`config.mk`:
```
export PLATFORM = sky130hd
export DESIGN_NAME = battery_charge_status_tracker
export DESIGN_NICKNAME = d
export VERILOG_FILES = /design/src/rtl/bcst_pkg.sv /design/src/rtl/bcst_div.sv /design/src/rtl/battery_charge_status_tracker.sv
export SDC_FILE = /design/constraint.sdc
export NUM_CORES = 1
export LEC_CHECK = 0
export ABC_CLOCK_PERIOD_IN_PS = 11990
export BUFFER_PORTS_ARGS = -buffer_cell sky130_fd_sc_hd__buf_2
export CORE_MARGIN = 4
export CORE_UTILIZATION = 50
export DETAILED_ROUTE_END_ITERATION = 8
export MAX_ROUTING_LAYER = met4
export PLACE_DENSITY = 0.67
export SLEW_MARGIN = 30
export SYNTH_ARGS = -nofsm -noshare
export SYNTH_HDL_FRONTEND = slang
export SYNTH_SLANG_ARGS = --single-unit
```
`constraint.sdc`:
```
create_clock -name clock -period 11.99 [get_ports clock]
set_input_delay 0.5995 -clock clock [delete_from_list [all_inputs] [get_ports clock]]
set_output_delay 0.5995 -clock clock [all_outputs]
set_load 0.01 [all_outputs]
```
`src/rtl/bcst_pkg.sv`:
```
`default_nettype none

package bcst_pkg;

   // Field widths
   localparam int MV_W   = 13;
   localparam int HYST_W = 10;
   localparam int PCT_W  = 7;
   localparam int TIME_W = 32;
   localparam int CSR_IDX_W  = 3;
   localparam int CSR_DATA_W = 32;

   // Interpolation dividend: millivolt offset times percent span
   localparam int NUM_W = MV_W + PCT_W;

   // LFP open-circuit curve, millivolts against percent
   localparam int CURVE_POINTS = 7;
   localparam logic [MV_W-1:0] CURVE_MV [CURVE_POINTS] =
      '{13'd3000, 13'd3100, 13'd3200, 13'd3250, 13'd3300, 13'd3330, 13'd3400};
   localparam logic [PCT_W-1:0] CURVE_PCT [CURVE_POINTS] =
      '{7'd0, 7'd6, 7'd10, 7'd25, 7'd55, 7'd75, 7'd100};
   localparam logic [PCT_W-1:0] PCT_FULL = 7'd100;

   // Register indexes
   localparam logic [CSR_IDX_W-1:0] CSR_ABSENT    = 3'd0;
   localparam logic [CSR_IDX_W-1:0] CSR_CRITICAL  = 3'd1;
   localparam logic [CSR_IDX_W-1:0] CSR_WARNING   = 3'd2;
   localparam logic [CSR_IDX_W-1:0] CSR_HYST      = 3'd3;
   localparam logic [CSR_IDX_W-1:0] CSR_FULL      = 3'd4;
   localparam logic [CSR_IDX_W-1:0] CSR_NEW_PACK  = 3'd5;
   localparam logic [CSR_IDX_W-1:0] CSR_RECHARGE  = 3'd6;
   localparam logic [CSR_IDX_W-1:0] CSR_HOLD_MAX  = 3'd7;

   // Result codes
   typedef enum logic [1:0] {
      SRC_BATTERY  = 2'd0,
      SRC_EXTERNAL = 2'd1,
      SRC_NO_CELL  = 2'd2
   } source_type;

   typedef enum logic [1:0] {
      CHG_UNKNOWN  = 2'd0,
      CHG_IDLE     = 2'd1,
      CHG_CHARGING = 2'd2,
      CHG_FULL     = 2'd3
   } charge_type;

   typedef enum logic [1:0] {
      LVL_OK       = 2'd0,
      LVL_WARNING  = 2'd1,
      LVL_CRITICAL = 2'd2
   } level_type;

   typedef enum logic [1:0] {
      FLT_NONE        = 2'd0,
      FLT_RECOVERABLE = 2'd1,
      FLT_LATCHED     = 2'd2
   } fault_type;

   // Divider request and response
   typedef struct packed {
      logic             go;
      logic [NUM_W-1:0] dividend;
      logic [MV_W-1:0]  divisor;
   } div_req_type;

   typedef struct packed {
      logic             done;
      logic [NUM_W-1:0] quotient;
   } div_rsp_type;

endpackage

`default_nettype wire

```
`src/rtl/bcst_div.sv`:
```
`default_nettype none

module bcst_div (
   input  wire logic                 clock,
   input  wire logic                 reset,
   input  wire bcst_pkg::div_req_type div_req,
   output bcst_pkg::div_rsp_type     div_rsp
);
   import bcst_pkg::*;

   localparam int CNT_W = $clog2(NUM_W);

   logic              busy_ff, busy_in;
   logic              done_ff, done_in;
   logic [CNT_W-1:0]  cnt_ff, cnt_in;
   logic [MV_W-1:0]   rem_ff, rem_in;
   logic [NUM_W-1:0]  quo_ff, quo_in;
   logic [MV_W-1:0]   dvs_ff, dvs_in;

   logic [MV_W:0]     shifted;
   logic [MV_W:0]     diff;
   logic              ge;

   // One restoring step: bring down the next dividend bit, subtract if it fits
   assign shifted = {rem_ff, quo_ff[NUM_W-1]};
   assign diff    = shifted - {1'b0, dvs_ff};
   assign ge      = shifted >= {1'b0, dvs_ff};

   always_comb begin
      busy_in = busy_ff;
      done_in = 1'b0;
      cnt_in  = cnt_ff;
      rem_in  = rem_ff;
      quo_in  = quo_ff;
      dvs_in  = dvs_ff;
      if (div_req.go) begin
         busy_in = 1'b1;
         cnt_in  = '0;
         rem_in  = '0;
         quo_in  = div_req.dividend;
         dvs_in  = div_req.divisor;
      end else if (busy_ff) begin
         rem_in = ge ? diff[MV_W-1:0] : shifted[MV_W-1:0];
         quo_in = {quo_ff[NUM_W-2:0], ge};
         cnt_in = cnt_ff + 1'b1;
         if (cnt_ff == CNT_W'(NUM_W - 1)) begin
            busy_in = 1'b0;
            done_in = 1'b1;
         end
      end
   end

   always_ff @(posedge clock) begin
      if (reset) begin
         busy_ff <= 1'b0;
         done_ff <= 1'b0;
         cnt_ff  <= '0;
      end else begin
         busy_ff <= busy_in;
         done_ff <= done_in;
         cnt_ff  <= cnt_in;
      end
      rem_ff <= rem_in;
      quo_ff <= quo_in;
      dvs_ff <= dvs_in;
   end

   assign div_rsp.done     = done_ff;
   assign div_rsp.quotient = quo_ff;

`ifndef SYNTH
   // a step count never runs past the dividend width
   a_cnt_range: assert property (@(posedge clock) disable iff (reset)
      busy_ff |-> cnt_ff <= CNT_W'(NUM_W - 1))
      else $error("divider step count out of range");
   // done follows only a busy cycle
   a_done_after_busy: assert property (@(posedge clock) disable iff (reset)
      done_ff |-> $past(busy_ff))
      else $error("divider done without work");
   // the quotient of a restoring step always leaves a remainder below the divisor
   a_rem_bound: assert property (@(posedge clock) disable iff (reset)
      (busy_ff && dvs_ff != '0) |-> rem_ff < dvs_ff)
      else $error("divider remainder not below divisor");
`endif

endmodule

`default_nettype wire

```
`src/rtl/battery_charge_status_tracker.sv`:
```
// Battery charge status tracker: takes one sample per beat (cell millivolts,
// external-supply flag, two readings each of the charger fault and charge
// pins, seconds timestamp) and returns one result beat with supply source,
// charge state, fault class, hysteretic battery level, state of charge in
// percent from a 7-point LFP curve, fresh-pack flag, full-charge hold flag and
// a one-shot charger timer-retry request. A sample whose percent lands inside
// a curve segment waits for the interpolation quotient from a single restoring
// divider that retires one bit per cycle over the 20-bit dividend; any other
// sample skips the divide step. A result waits in the output register while
// rsp_stall is high; the next sample is accepted once the sequencer has
// handed off its result. The user must write registers through the csr_ port
// between samples; the block does not enforce it. csr_ready is always high.
`default_nettype none

module battery_charge_status_tracker #(
   parameter int TIME_BITS = 32
) (
   input  wire logic                               clock,
   input  wire logic                               reset,
   // sample channel
   input  wire logic                               req_valid,
   output logic                                    req_stall,
   input  wire logic [bcst_pkg::MV_W-1:0]          req_battery_mv,
   input  wire logic                               req_external_power,
   input  wire logic                               req_fault_pin_first,
   input  wire logic                               req_fault_pin_second,
   input  wire logic                               req_charge_pin_first,
   input  wire logic                               req_charge_pin_second,
   input  wire logic [bcst_pkg::TIME_W-1:0]        req_now_seconds,
   // result channel
   output logic                                    rsp_valid,
   input  wire logic                               rsp_stall,
   output logic [1:0]                              rsp_source,
   output logic [1:0]                              rsp_charge_state,
   output logic [1:0]                              rsp_battery_level,
   output logic [1:0]                              rsp_fault_class,
   output logic [bcst_pkg::PCT_W-1:0]              rsp_percent,
   output logic                                    rsp_fresh_pack,
   output logic                                    rsp_full_hold,
   output logic                                    rsp_retry_request,
   // register write channel
   input  wire logic                               csr_valid,
   output logic                                    csr_ready,
   input  wire logic [bcst_pkg::CSR_IDX_W-1:0]     csr_index,
   input  wire logic [bcst_pkg::CSR_DATA_W-1:0]    csr_data
);
   import bcst_pkg::*;

   typedef enum logic [2:0] {
      ST_IDLE = 3'b001,
      ST_DIV  = 3'b010,
      ST_FIN  = 3'b100
   } seq_state_type;

   // Configuration registers
   logic [MV_W-1:0]   absent_ff, critical_ff, warning_ff, full_ff;
   logic [MV_W-1:0]   new_pack_ff, recharge_ff;
   logic [HYST_W-1:0] hyst_ff;
   logic [TIME_W-1:0] hold_max_ff;

   // Tracker state
   level_type            level_ff, level_in;
   logic [MV_W-1:0]      prev_mv_ff, prev_mv_in;
   logic                 prev_valid_ff, prev_valid_in;
   logic                 seen_chg_ff, seen_chg_in;
   logic                 hold_ff, hold_in;
   logic [TIME_BITS-1:0] hold_start_ff, hold_start_in;
   logic                 retry_done_ff, retry_done_in;

   // Sequencer and pending result
   seq_state_type    state_ff, state_in;
   source_type       res_src_ff;
   charge_type       res_cstate_ff;
   level_type        res_level_ff;
   fault_type        res_fault_ff;
   logic [PCT_W-1:0] res_pct_ff, res_pct_in;
   logic             res_fresh_ff, res_hold_ff, res_retry_ff;

   // Output register
   logic             rsp_valid_ff, rsp_valid_in;
   source_type       rsp_src_ff;
   charge_type       rsp_cstate_ff;
   level_type        rsp_level_ff;
   fault_type        rsp_fault_ff;
   logic [PCT_W-1:0] rsp_pct_ff;
   logic             rsp_fresh_ff, rsp_hold_ff, rsp_retry_ff;

   div_req_type div_req;
   div_rsp_type div_rsp;

   logic accept;
   logic out_free;

   // Sample decode
   logic             cell_present, flt, chg, stable, ext;
   logic             fresh, retry_fire, hold_end;
   source_type       src;
   fault_type        fault;
   charge_type       cstate;
   level_type        base_level, new_level;
   logic [MV_W:0]    warn_up, crit_up;
   logic [TIME_BITS-1:0] elapsed;
   logic             seen_mid, retry_mid;

   // Curve segment
   logic [MV_W-1:0]  seg_v0, seg_d;
   logic [PCT_W-1:0] seg_p0, seg_dp;
   logic [MV_W-1:0]  seg_off;
   logic [NUM_W-1:0] seg_prod;
   logic             need_div;

   assign accept    = req_valid && !req_stall;
   assign req_stall = (state_ff != ST_IDLE);
   assign out_free  = !rsp_valid_ff || !rsp_stall;
   assign csr_ready = 1'b1;

   // Register writes
   always_ff @(posedge clock) begin
      if (reset) begin
         absent_ff   <= 13'd2000;
         critical_ff <= 13'd3000;
         warning_ff  <= 13'd3150;
         hyst_ff     <= 10'd50;
         full_ff     <= 13'd3550;
         new_pack_ff <= 13'd3300;
         recharge_ff <= 13'd3350;
         hold_max_ff <= 32'd3600;
      end else if (csr_valid && csr_ready) begin
         unique case (csr_index)
            CSR_ABSENT:   absent_ff   <= csr_data[MV_W-1:0];
            CSR_CRITICAL: critical_ff <= csr_data[MV_W-1:0];
            CSR_WARNING:  warning_ff  <= csr_data[MV_W-1:0];
            CSR_HYST:     hyst_ff     <= csr_data[HYST_W-1:0];
            CSR_FULL:     full_ff     <= csr_data[MV_W-1:0];
            CSR_NEW_PACK: new_pack_ff <= csr_data[MV_W-1:0];
            CSR_RECHARGE: recharge_ff <= csr_data[MV_W-1:0];
            CSR_HOLD_MAX: hold_max_ff <= csr_data[TIME_W-1:0];
            default: ;
         endcase
      end
   end

   // Pin and supply decode
   assign ext          = req_external_power;
   assign cell_present = req_battery_mv >= absent_ff;
   assign flt          = req_fault_pin_first && req_fault_pin_second;
   assign chg          = req_charge_pin_first && req_charge_pin_second;
   assign stable       = (req_charge_pin_first == req_charge_pin_second);
   assign warn_up      = {1'b0, warning_ff} + (MV_W+1)'(hyst_ff);
   assign crit_up      = {1'b0, critical_ff} + (MV_W+1)'(hyst_ff);
   assign elapsed      = req_now_seconds[TIME_BITS-1:0] - hold_start_ff;

   always_comb begin
      fault = FLT_NONE;
      if (flt) fault = chg ? FLT_LATCHED : FLT_RECOVERABLE;
      src = SRC_BATTERY;
      if (ext) src = cell_present ? SRC_EXTERNAL : SRC_NO_CELL;
   end

   // Status update: charge state, seen-charging and retry bookkeeping
   always_comb begin
      cstate    = CHG_UNKNOWN;
      seen_mid  = seen_chg_ff;
      retry_mid = retry_done_ff;
      if (!cell_present) begin
         seen_mid = 1'b0;
      end else if (!ext) begin
         cstate    = CHG_IDLE;
         seen_mid  = 1'b0;
         retry_mid = 1'b0;
      end else if (fault != FLT_NONE || !stable) begin
         cstate = CHG_IDLE;
      end else if (chg) begin
         cstate   = CHG_CHARGING;
         seen_mid = 1'b1;
      end else if (seen_chg_ff || hold_ff || req_battery_mv >= full_ff) begin
         cstate = CHG_FULL;
      end else begin
         cstate = CHG_IDLE;
      end
   end

   // Fresh pack and level hysteresis
   assign fresh = cell_present && prev_valid_ff && ({1'b0, prev_mv_ff} < warn_up) &&
                  (req_battery_mv >= new_pack_ff);
   assign base_level = fresh ? LVL_OK : level_ff;

   always_comb begin
      unique case (base_level)
         LVL_CRITICAL: begin
            if ({1'b0, req_battery_mv} >= warn_up)      new_level = LVL_OK;
            else if ({1'b0, req_battery_mv} >= crit_up) new_level = LVL_WARNING;
            else                                        new_level = LVL_CRITICAL;
         end
         LVL_WARNING: begin
            if (req_battery_mv < critical_ff)           new_level = LVL_CRITICAL;
            else if ({1'b0, req_battery_mv} >= warn_up) new_level = LVL_OK;
            else                                        new_level = LVL_WARNING;
         end
         default: begin
            if (req_battery_mv < critical_ff)           new_level = LVL_CRITICAL;
            else if (req_battery_mv < warning_ff)       new_level = LVL_WARNING;
            else                                        new_level = LVL_OK;
         end
      endcase
   end

   // Full-charge hold, then one-shot retry
   assign hold_end   = (req_battery_mv < recharge_ff) ||
                       (TIME_W'(elapsed) >= hold_max_ff);
   assign retry_fire = (src == SRC_EXTERNAL) && (fault == FLT_LATCHED) &&
                       (req_battery_mv < full_ff) && !retry_mid;

   always_comb begin
      hold_in       = hold_ff;
      hold_start_in = hold_start_ff;
      seen_chg_in   = seen_chg_ff;
      retry_done_in = retry_done_ff;
      prev_mv_in    = prev_mv_ff;
      prev_valid_in = prev_valid_ff;
      level_in      = level_ff;
      if (accept) begin
         seen_chg_in   = seen_mid;
         retry_done_in = retry_mid || retry_fire;
         prev_valid_in = cell_present;
         if (cell_present) begin
            prev_mv_in = req_battery_mv;
            level_in   = new_level;
         end
         priority if (src != SRC_EXTERNAL || fault != FLT_NONE) begin
            hold_in = 1'b0;
         end else if (hold_ff) begin
            if (hold_end) begin
               hold_in     = 1'b0;
               seen_chg_in = 1'b0;
            end
         end else if (cstate == CHG_FULL && seen_mid) begin
            hold_in       = 1'b1;
            hold_start_in = req_now_seconds[TIME_BITS-1:0];
         end
      end
   end

   // Curve segment lookup; the lowest point above the voltage wins
   always_comb begin
      seg_v0 = CURVE_MV[0];
      seg_d  = '0;
      seg_p0 = CURVE_PCT[0];
      seg_dp = '0;
      for (int i = CURVE_POINTS - 1; i >= 1; i--) begin
         if (req_battery_mv < CURVE_MV[i]) begin
            seg_v0 = CURVE_MV[i-1];
            seg_d  = CURVE_MV[i] - CURVE_MV[i-1];
            seg_p0 = CURVE_PCT[i-1];
            seg_dp = CURVE_PCT[i] - CURVE_PCT[i-1];
         end
      end
   end

   assign seg_off  = req_battery_mv - seg_v0;
   assign seg_prod = NUM_W'(seg_off) * NUM_W'(seg_dp);

   // Percent before division; need_div marks an interior point of a segment
   always_comb begin
      res_pct_in = '0;
      need_div   = 1'b0;
      if (!cell_present) begin
         res_pct_in = '0;
      end else if (cstate == CHG_FULL) begin
         res_pct_in = PCT_FULL;
      end else if (req_battery_mv <= CURVE_MV[0]) begin
         res_pct_in = '0;
      end else if (req_battery_mv >= CURVE_MV[CURVE_POINTS-1]) begin
         res_pct_in = CURVE_PCT[CURVE_POINTS-1];
      end else begin
         res_pct_in = seg_p0;
         need_div   = (seg_d != '0);
      end
   end

   assign div_req.go       = accept && need_div;
   assign div_req.dividend = seg_prod;
   assign div_req.divisor  = seg_d;

   bcst_div u_div (
      .clock   (clock),
      .reset   (reset),
      .div_req (div_req),
      .div_rsp (div_rsp)
   );

   // Sequencer
   always_comb begin
      state_in = state_ff;
      unique case (state_ff)
         ST_IDLE: if (accept) state_in = need_div ? ST_DIV : ST_FIN;
         ST_DIV:  if (div_rsp.done) state_in = ST_FIN;
         ST_FIN:  if (out_free) state_in = ST_IDLE;
         default: state_in = ST_IDLE;
      endcase
   end

   always_comb begin
      rsp_valid_in = rsp_valid_ff;
      if (state_ff == ST_FIN && out_free) rsp_valid_in = 1'b1;
      else if (rsp_valid_ff && !rsp_stall) rsp_valid_in = 1'b0;
   end

   // Control state
   always_ff @(posedge clock) begin
      if (reset) begin
         state_ff      <= ST_IDLE;
         rsp_valid_ff  <= 1'b0;
         level_ff      <= LVL_OK;
         prev_mv_ff    <= '0;
         prev_valid_ff <= 1'b0;
         seen_chg_ff   <= 1'b0;
         hold_ff       <= 1'b0;
         hold_start_ff <= '0;
         retry_done_ff <= 1'b0;
      end else begin
         state_ff      <= state_in;
         rsp_valid_ff  <= rsp_valid_in;
         level_ff      <= level_in;
         prev_mv_ff    <= prev_mv_in;
         prev_valid_ff <= prev_valid_in;
         seen_chg_ff   <= seen_chg_in;
         hold_ff       <= hold_in;
         hold_start_ff <= hold_start_in;
         retry_done_ff <= retry_done_in;
      end
   end

   // Pending result and output register
   always_ff @(posedge clock) begin
      if (accept) begin
         res_src_ff    <= src;
         res_cstate_ff <= cstate;
         res_level_ff  <= cell_present ? new_level : LVL_OK;
         res_fault_ff  <= fault;
         res_pct_ff    <= res_pct_in;
         res_fresh_ff  <= fresh;
         res_hold_ff   <= hold_in;
         res_retry_ff  <= retry_fire;
      end else if (state_ff == ST_DIV && div_rsp.done) begin
         res_pct_ff <= res_pct_ff + div_rsp.quotient[PCT_W-1:0];
      end
      if (state_ff == ST_FIN && out_free) begin
         rsp_src_ff    <= res_src_ff;
         rsp_cstate_ff <= res_cstate_ff;
         rsp_level_ff  <= res_level_ff;
         rsp_fault_ff  <= res_fault_ff;
         rsp_pct_ff    <= res_pct_ff;
         rsp_fresh_ff  <= res_fresh_ff;
         rsp_hold_ff   <= res_hold_ff;
         rsp_retry_ff  <= res_retry_ff;
      end
   end

   assign rsp_valid         = rsp_valid_ff;
   assign rsp_source        = rsp_src_ff;
   assign rsp_charge_state  = rsp_cstate_ff;
   assign rsp_battery_level = rsp_level_ff;
   assign rsp_fault_class   = rsp_fault_ff;
   assign rsp_percent       = rsp_pct_ff;
   assign rsp_fresh_pack    = rsp_fresh_ff;
   assign rsp_full_hold     = rsp_hold_ff;
   assign rsp_retry_request = rsp_retry_ff;

`ifndef SYNTH
   // hold only runs with a cell seen on the last sample
   a_hold_needs_cell: assert property (@(posedge clock) disable iff (reset)
      hold_ff |-> prev_valid_ff)
      else $error("full hold active without a cell");
   // a retry request latches the one-shot
   a_retry_latch: assert property (@(posedge clock) disable iff (reset)
      (accept && retry_fire) |=> retry_done_ff)
      else $error("retry request did not latch");
   // the divider answers only while the sequencer waits for it
   a_div_in_step: assert property (@(posedge clock) disable iff (reset)
      div_rsp.done |-> state_ff == ST_DIV)
      else $error("divider result outside the divide step");
   // interpolated percent never passes full scale
   a_pct_range: assert property (@(posedge clock) disable iff (reset)
      rsp_valid_ff |-> rsp_pct_ff <= PCT_FULL)
      else $error("percent above full scale");
`endif

endmodule

`default_nettype wire

```
==> flow_summary.ini <==
[synth]
synth_edf_count = 62
synth-xor-area-share_pct = 3.70
synth_top_family_by_area = adder cells
yosys.area_share.adder_pct = 20.9
synth_cells = 2255
synth.ff_latch_count = 257
ys_warn_count = 0
synth_compound_area_share_pct = 17.7
yosys-top-cells-count = 262 x ha_1, 238 x inv_1, 221 x nand2_1
synthFlopType = dfxtp_1
synthMostInstantiatedCell = ha_1
yosys.area_share.simple_pct = 17.0
ys_seq_area_share_pct = 29.7
synth.avg_cell_area_um2 = 8.62
synth_largest_area_cell = dfxtp_1
async_flop_share_pct = 0
syn-num-nets = 2646
synthMuxAreaShare_pct = 4.36
synth_cell_type_count = 80
yosys.area.top_type_share_pct = 20.1
syn-cell-area_mm2 = 0.0194
synthTopCellsByArea = dfxtp_1 20%, ha_1 17%, edfxtp_1 9.6%

[finish]
fin_util_pct = 56.2
final_nets = 2716
top_regs = hold_max_ff (32), hold_start_ff (32), u_div.quo_ff (20)
n_fill_cell = 3562
antenna_cells = 0
multi_input_area_mm2 = 0.0124
layout-drive-gt1-share_pct = 10.1
area_growth_pct = 10.1
regArea_mm2 = 0.00577

[setup_path]
slowest_stage = and2_1
rr_endpoint = level_ff[1]$_SDFFE_PP0P_
cp_top_family = adder cells
crit_path_end_kind = flop
cp.arrival_ps = 8670
r2r-start = hyst_ff[0]$_SDFFE_PP0P_
cp_max_fo = 21
cp-start-kind = input port
critPathBufInv = 5
reg2reg_setup_slack_ps = 6520
required_ps = 12320
worst_r2r_path_depth = 22
worstSetupPathType = in2reg
slowest_delay_ps = 690

[route]
viasPerCell = 5.54
ant_nets = 0
vias = 15800
avgRoutedWirePerCell_um = 17.1
remaining_drc_errors = 0
first_iter_violations = 1008
firstDrtPassIters = 5
drt-total-wl_um = 49000

[floorplan]
die_w_um = 205
row_count = 71
die_h_um = 205
ioPinCount = 111
dieArea_mm2 = 0.0421
core_area_mm2 = 0.0380
initial_core_util_pct = 51.1

[global_route]
grt_pass1_wl_um = 78700
grt-ovfl-total = 0
grt_pass1_vias = 15500
grt_max_degree = 131
grtUsageTotal_pct = 23.6
grt_antenna_before_repair = 0

[clock_network]
path_clk_slew_ps = 70
post-cts-setup-buffers = 0
h-tree-depth = 1
ctsResizeCount = 0
max-clock-path-buffers = 3
cts_num_sinks = 257
cts_hold_buf = 0
numCtsBuffers = 30
cts_root_buf = clkbuf_16
clock_latency_ps = 570
tritoncts = done

[timing]
finalSetupViolCount = 0
fin_crit_sh_pct = 69.6
hold_viol_final = 0
skew_ps = 12.4
fin_crit_ps = 8340
timing.hold.ws_ps = 270
fin_ws_ps = 3650
max_freq_mhz = 120
slew_viol_final = 0
tns_ps = 0
slew_headroom_pct = 35.2
rsz0062_at_grt = false
worst_slew_pin_slew_ps = 971

[power]
peakVddDrop_uv = 110
finalPower_mw = 3.00
p_leak_nw = 9.32
power_density_mw_per_mm2 = 140

[place]
gp_congestion = 0.919
place_ws_ps = 3070
place_hpwl_um = 36800
io_buffers = 109

[min_path]
worstHoldPathType = in2reg
hold_end = hold_max_ff[21]$_SDFFE_PP0P_
min_from = csr_data[21]
hold-path-cell-count = 3

[status]
status = complete, no violations

[run]
drv_cap = 0
==> worst max path at each step <==
| stage | from | to | slack, ps | depth (start not counted) |
|---|---|---|---|---|
| 3_3_place_gp | req_battery_mv[10] | u_div.quo_ff[17]$_DFFE_PP_ | 3340 | 33 |
| 2_1_floorplan | req_battery_mv[12] | u_div.quo_ff[17]$_DFFE_PP_ | 4520 | 34 |
| 3_5_place_dp | req_battery_mv[10] | u_div.quo_ff[17]$_DFFE_PP_ | 3070 | 33 |
| 5_1_grt | req_battery_mv[10] | u_div.quo_ff[17]$_DFFE_PP_ | 3050 | 33 |
| 6_report | req_battery_mv[10] | u_div.quo_ff[17]$_DFFE_PP_ | 3650 | 33 |
| 4_1_cts | req_battery_mv[10] | u_div.quo_ff[17]$_DFFE_PP_ | 3690 | 33 |
==> power breakdown <==
| part | internal [mW] | total (mW) | switching, mW |
|---|---|---|---|
| Combinational | 0.459 | 1.08 | 0.617 |
| Clock | 0.549 | 0.939 | 0.391 |
| Sequential | 0.949 | 0.988 | 0.0388 |
| Total | 1.96 | 3.00 | 1.05 |
==> cells by family after synthesis <==
| group | Yosys count |
|---|---|
| fa+ha+maj | 301 |
| simple gates | 697 |
| buf+inv | 321 |
| xor+xnor | 82 |
| mux | 75 |
| flops | 257 |
| compound gates | 521 |
| other cells | 1 |
==> metrics by stage <==
step	area, um2	instances
floorplan	19400	2255
global placement	20300	2804
detailed placement	20400	2804
CTS	21400	2860
global route	21400	2860
finish	21400	2860
==> worst register-to-register path: cells and delay by family (launching register included) <==
| family | cells | cell delay (ps) |
|---|---|---|
| simple gates | 1 | 100 |
| xor+xnor | 1 | 120 |
| fa+ha+maj | 4 | 1200 |
| flops | 1 | 350 |
| compound gates | 16 | 3590 |
==> layout by cell type (no fill, tap or decap), types with 8 or more instances in the layout <==
| cell type | netlist | final |
|---|---|---|
| nor2b_1 | 20 | 20 |
| nand2_1 | 221 | 221 |
| nand3b_1 | 8 | 8 |
| xnor2_1 | 54 | 54 |
| o21bai_1 | 13 | 13 |
| buf_4 | 2 | 11 |
| clkbuf_16 | 0 | 31 |
| xor2_1 | 28 | 28 |
| a31oi_1 | 17 | 17 |
| a211oi_1 | 24 | 24 |
| or2_2 | 15 | 15 |
| mux2i_1 | 55 | 55 |
| mux2_4 | 19 | 19 |
| nand4_1 | 23 | 23 |
| o21ai_0 | 63 | 63 |
| nand3_1 | 22 | 22 |
| a21o_1 | 71 | 71 |
| a211o_1 | 43 | 43 |
| buf_2 | 6 | 108 |
| o31ai_1 | 8 | 8 |
| fa_1 | 39 | 39 |
| nor2_1 | 210 | 209 |
| dfxtp_1 | 195 | 194 |
| inv_1 | 238 | 238 |
| o21a_1 | 15 | 15 |
| edfxtp_1 | 62 | 62 |
| nor3_1 | 34 | 32 |
| nand2b_1 | 94 | 93 |
| ha_1 | 262 | 262 |
| a21oi_1 | 180 | 178 |
| o211ai_1 | 16 | 16 |
| a2111oi_0 | 9 | 8 |
==> cell type report <==
class	count	area share, %
multi-input combinational	1677	58.1
sequential	257	27.0
inverter	239	4.21
clock buffer	34	3.77
tap	511	2.99
timing repair buffer	120	2.97
clock inverter	22	0.977
==> routing by layer <==
layer  routed length, um  vias up  global-route usage [%]
met5                   0        -                       -
met4                1620        0                    6.82
met3                2170       88                    2.90
met2               22500      365                    38.4
met1               22700     7416                    31.0
li1                    -     7973                       -
No activity file was read; power rests on OpenSTA's default activity.
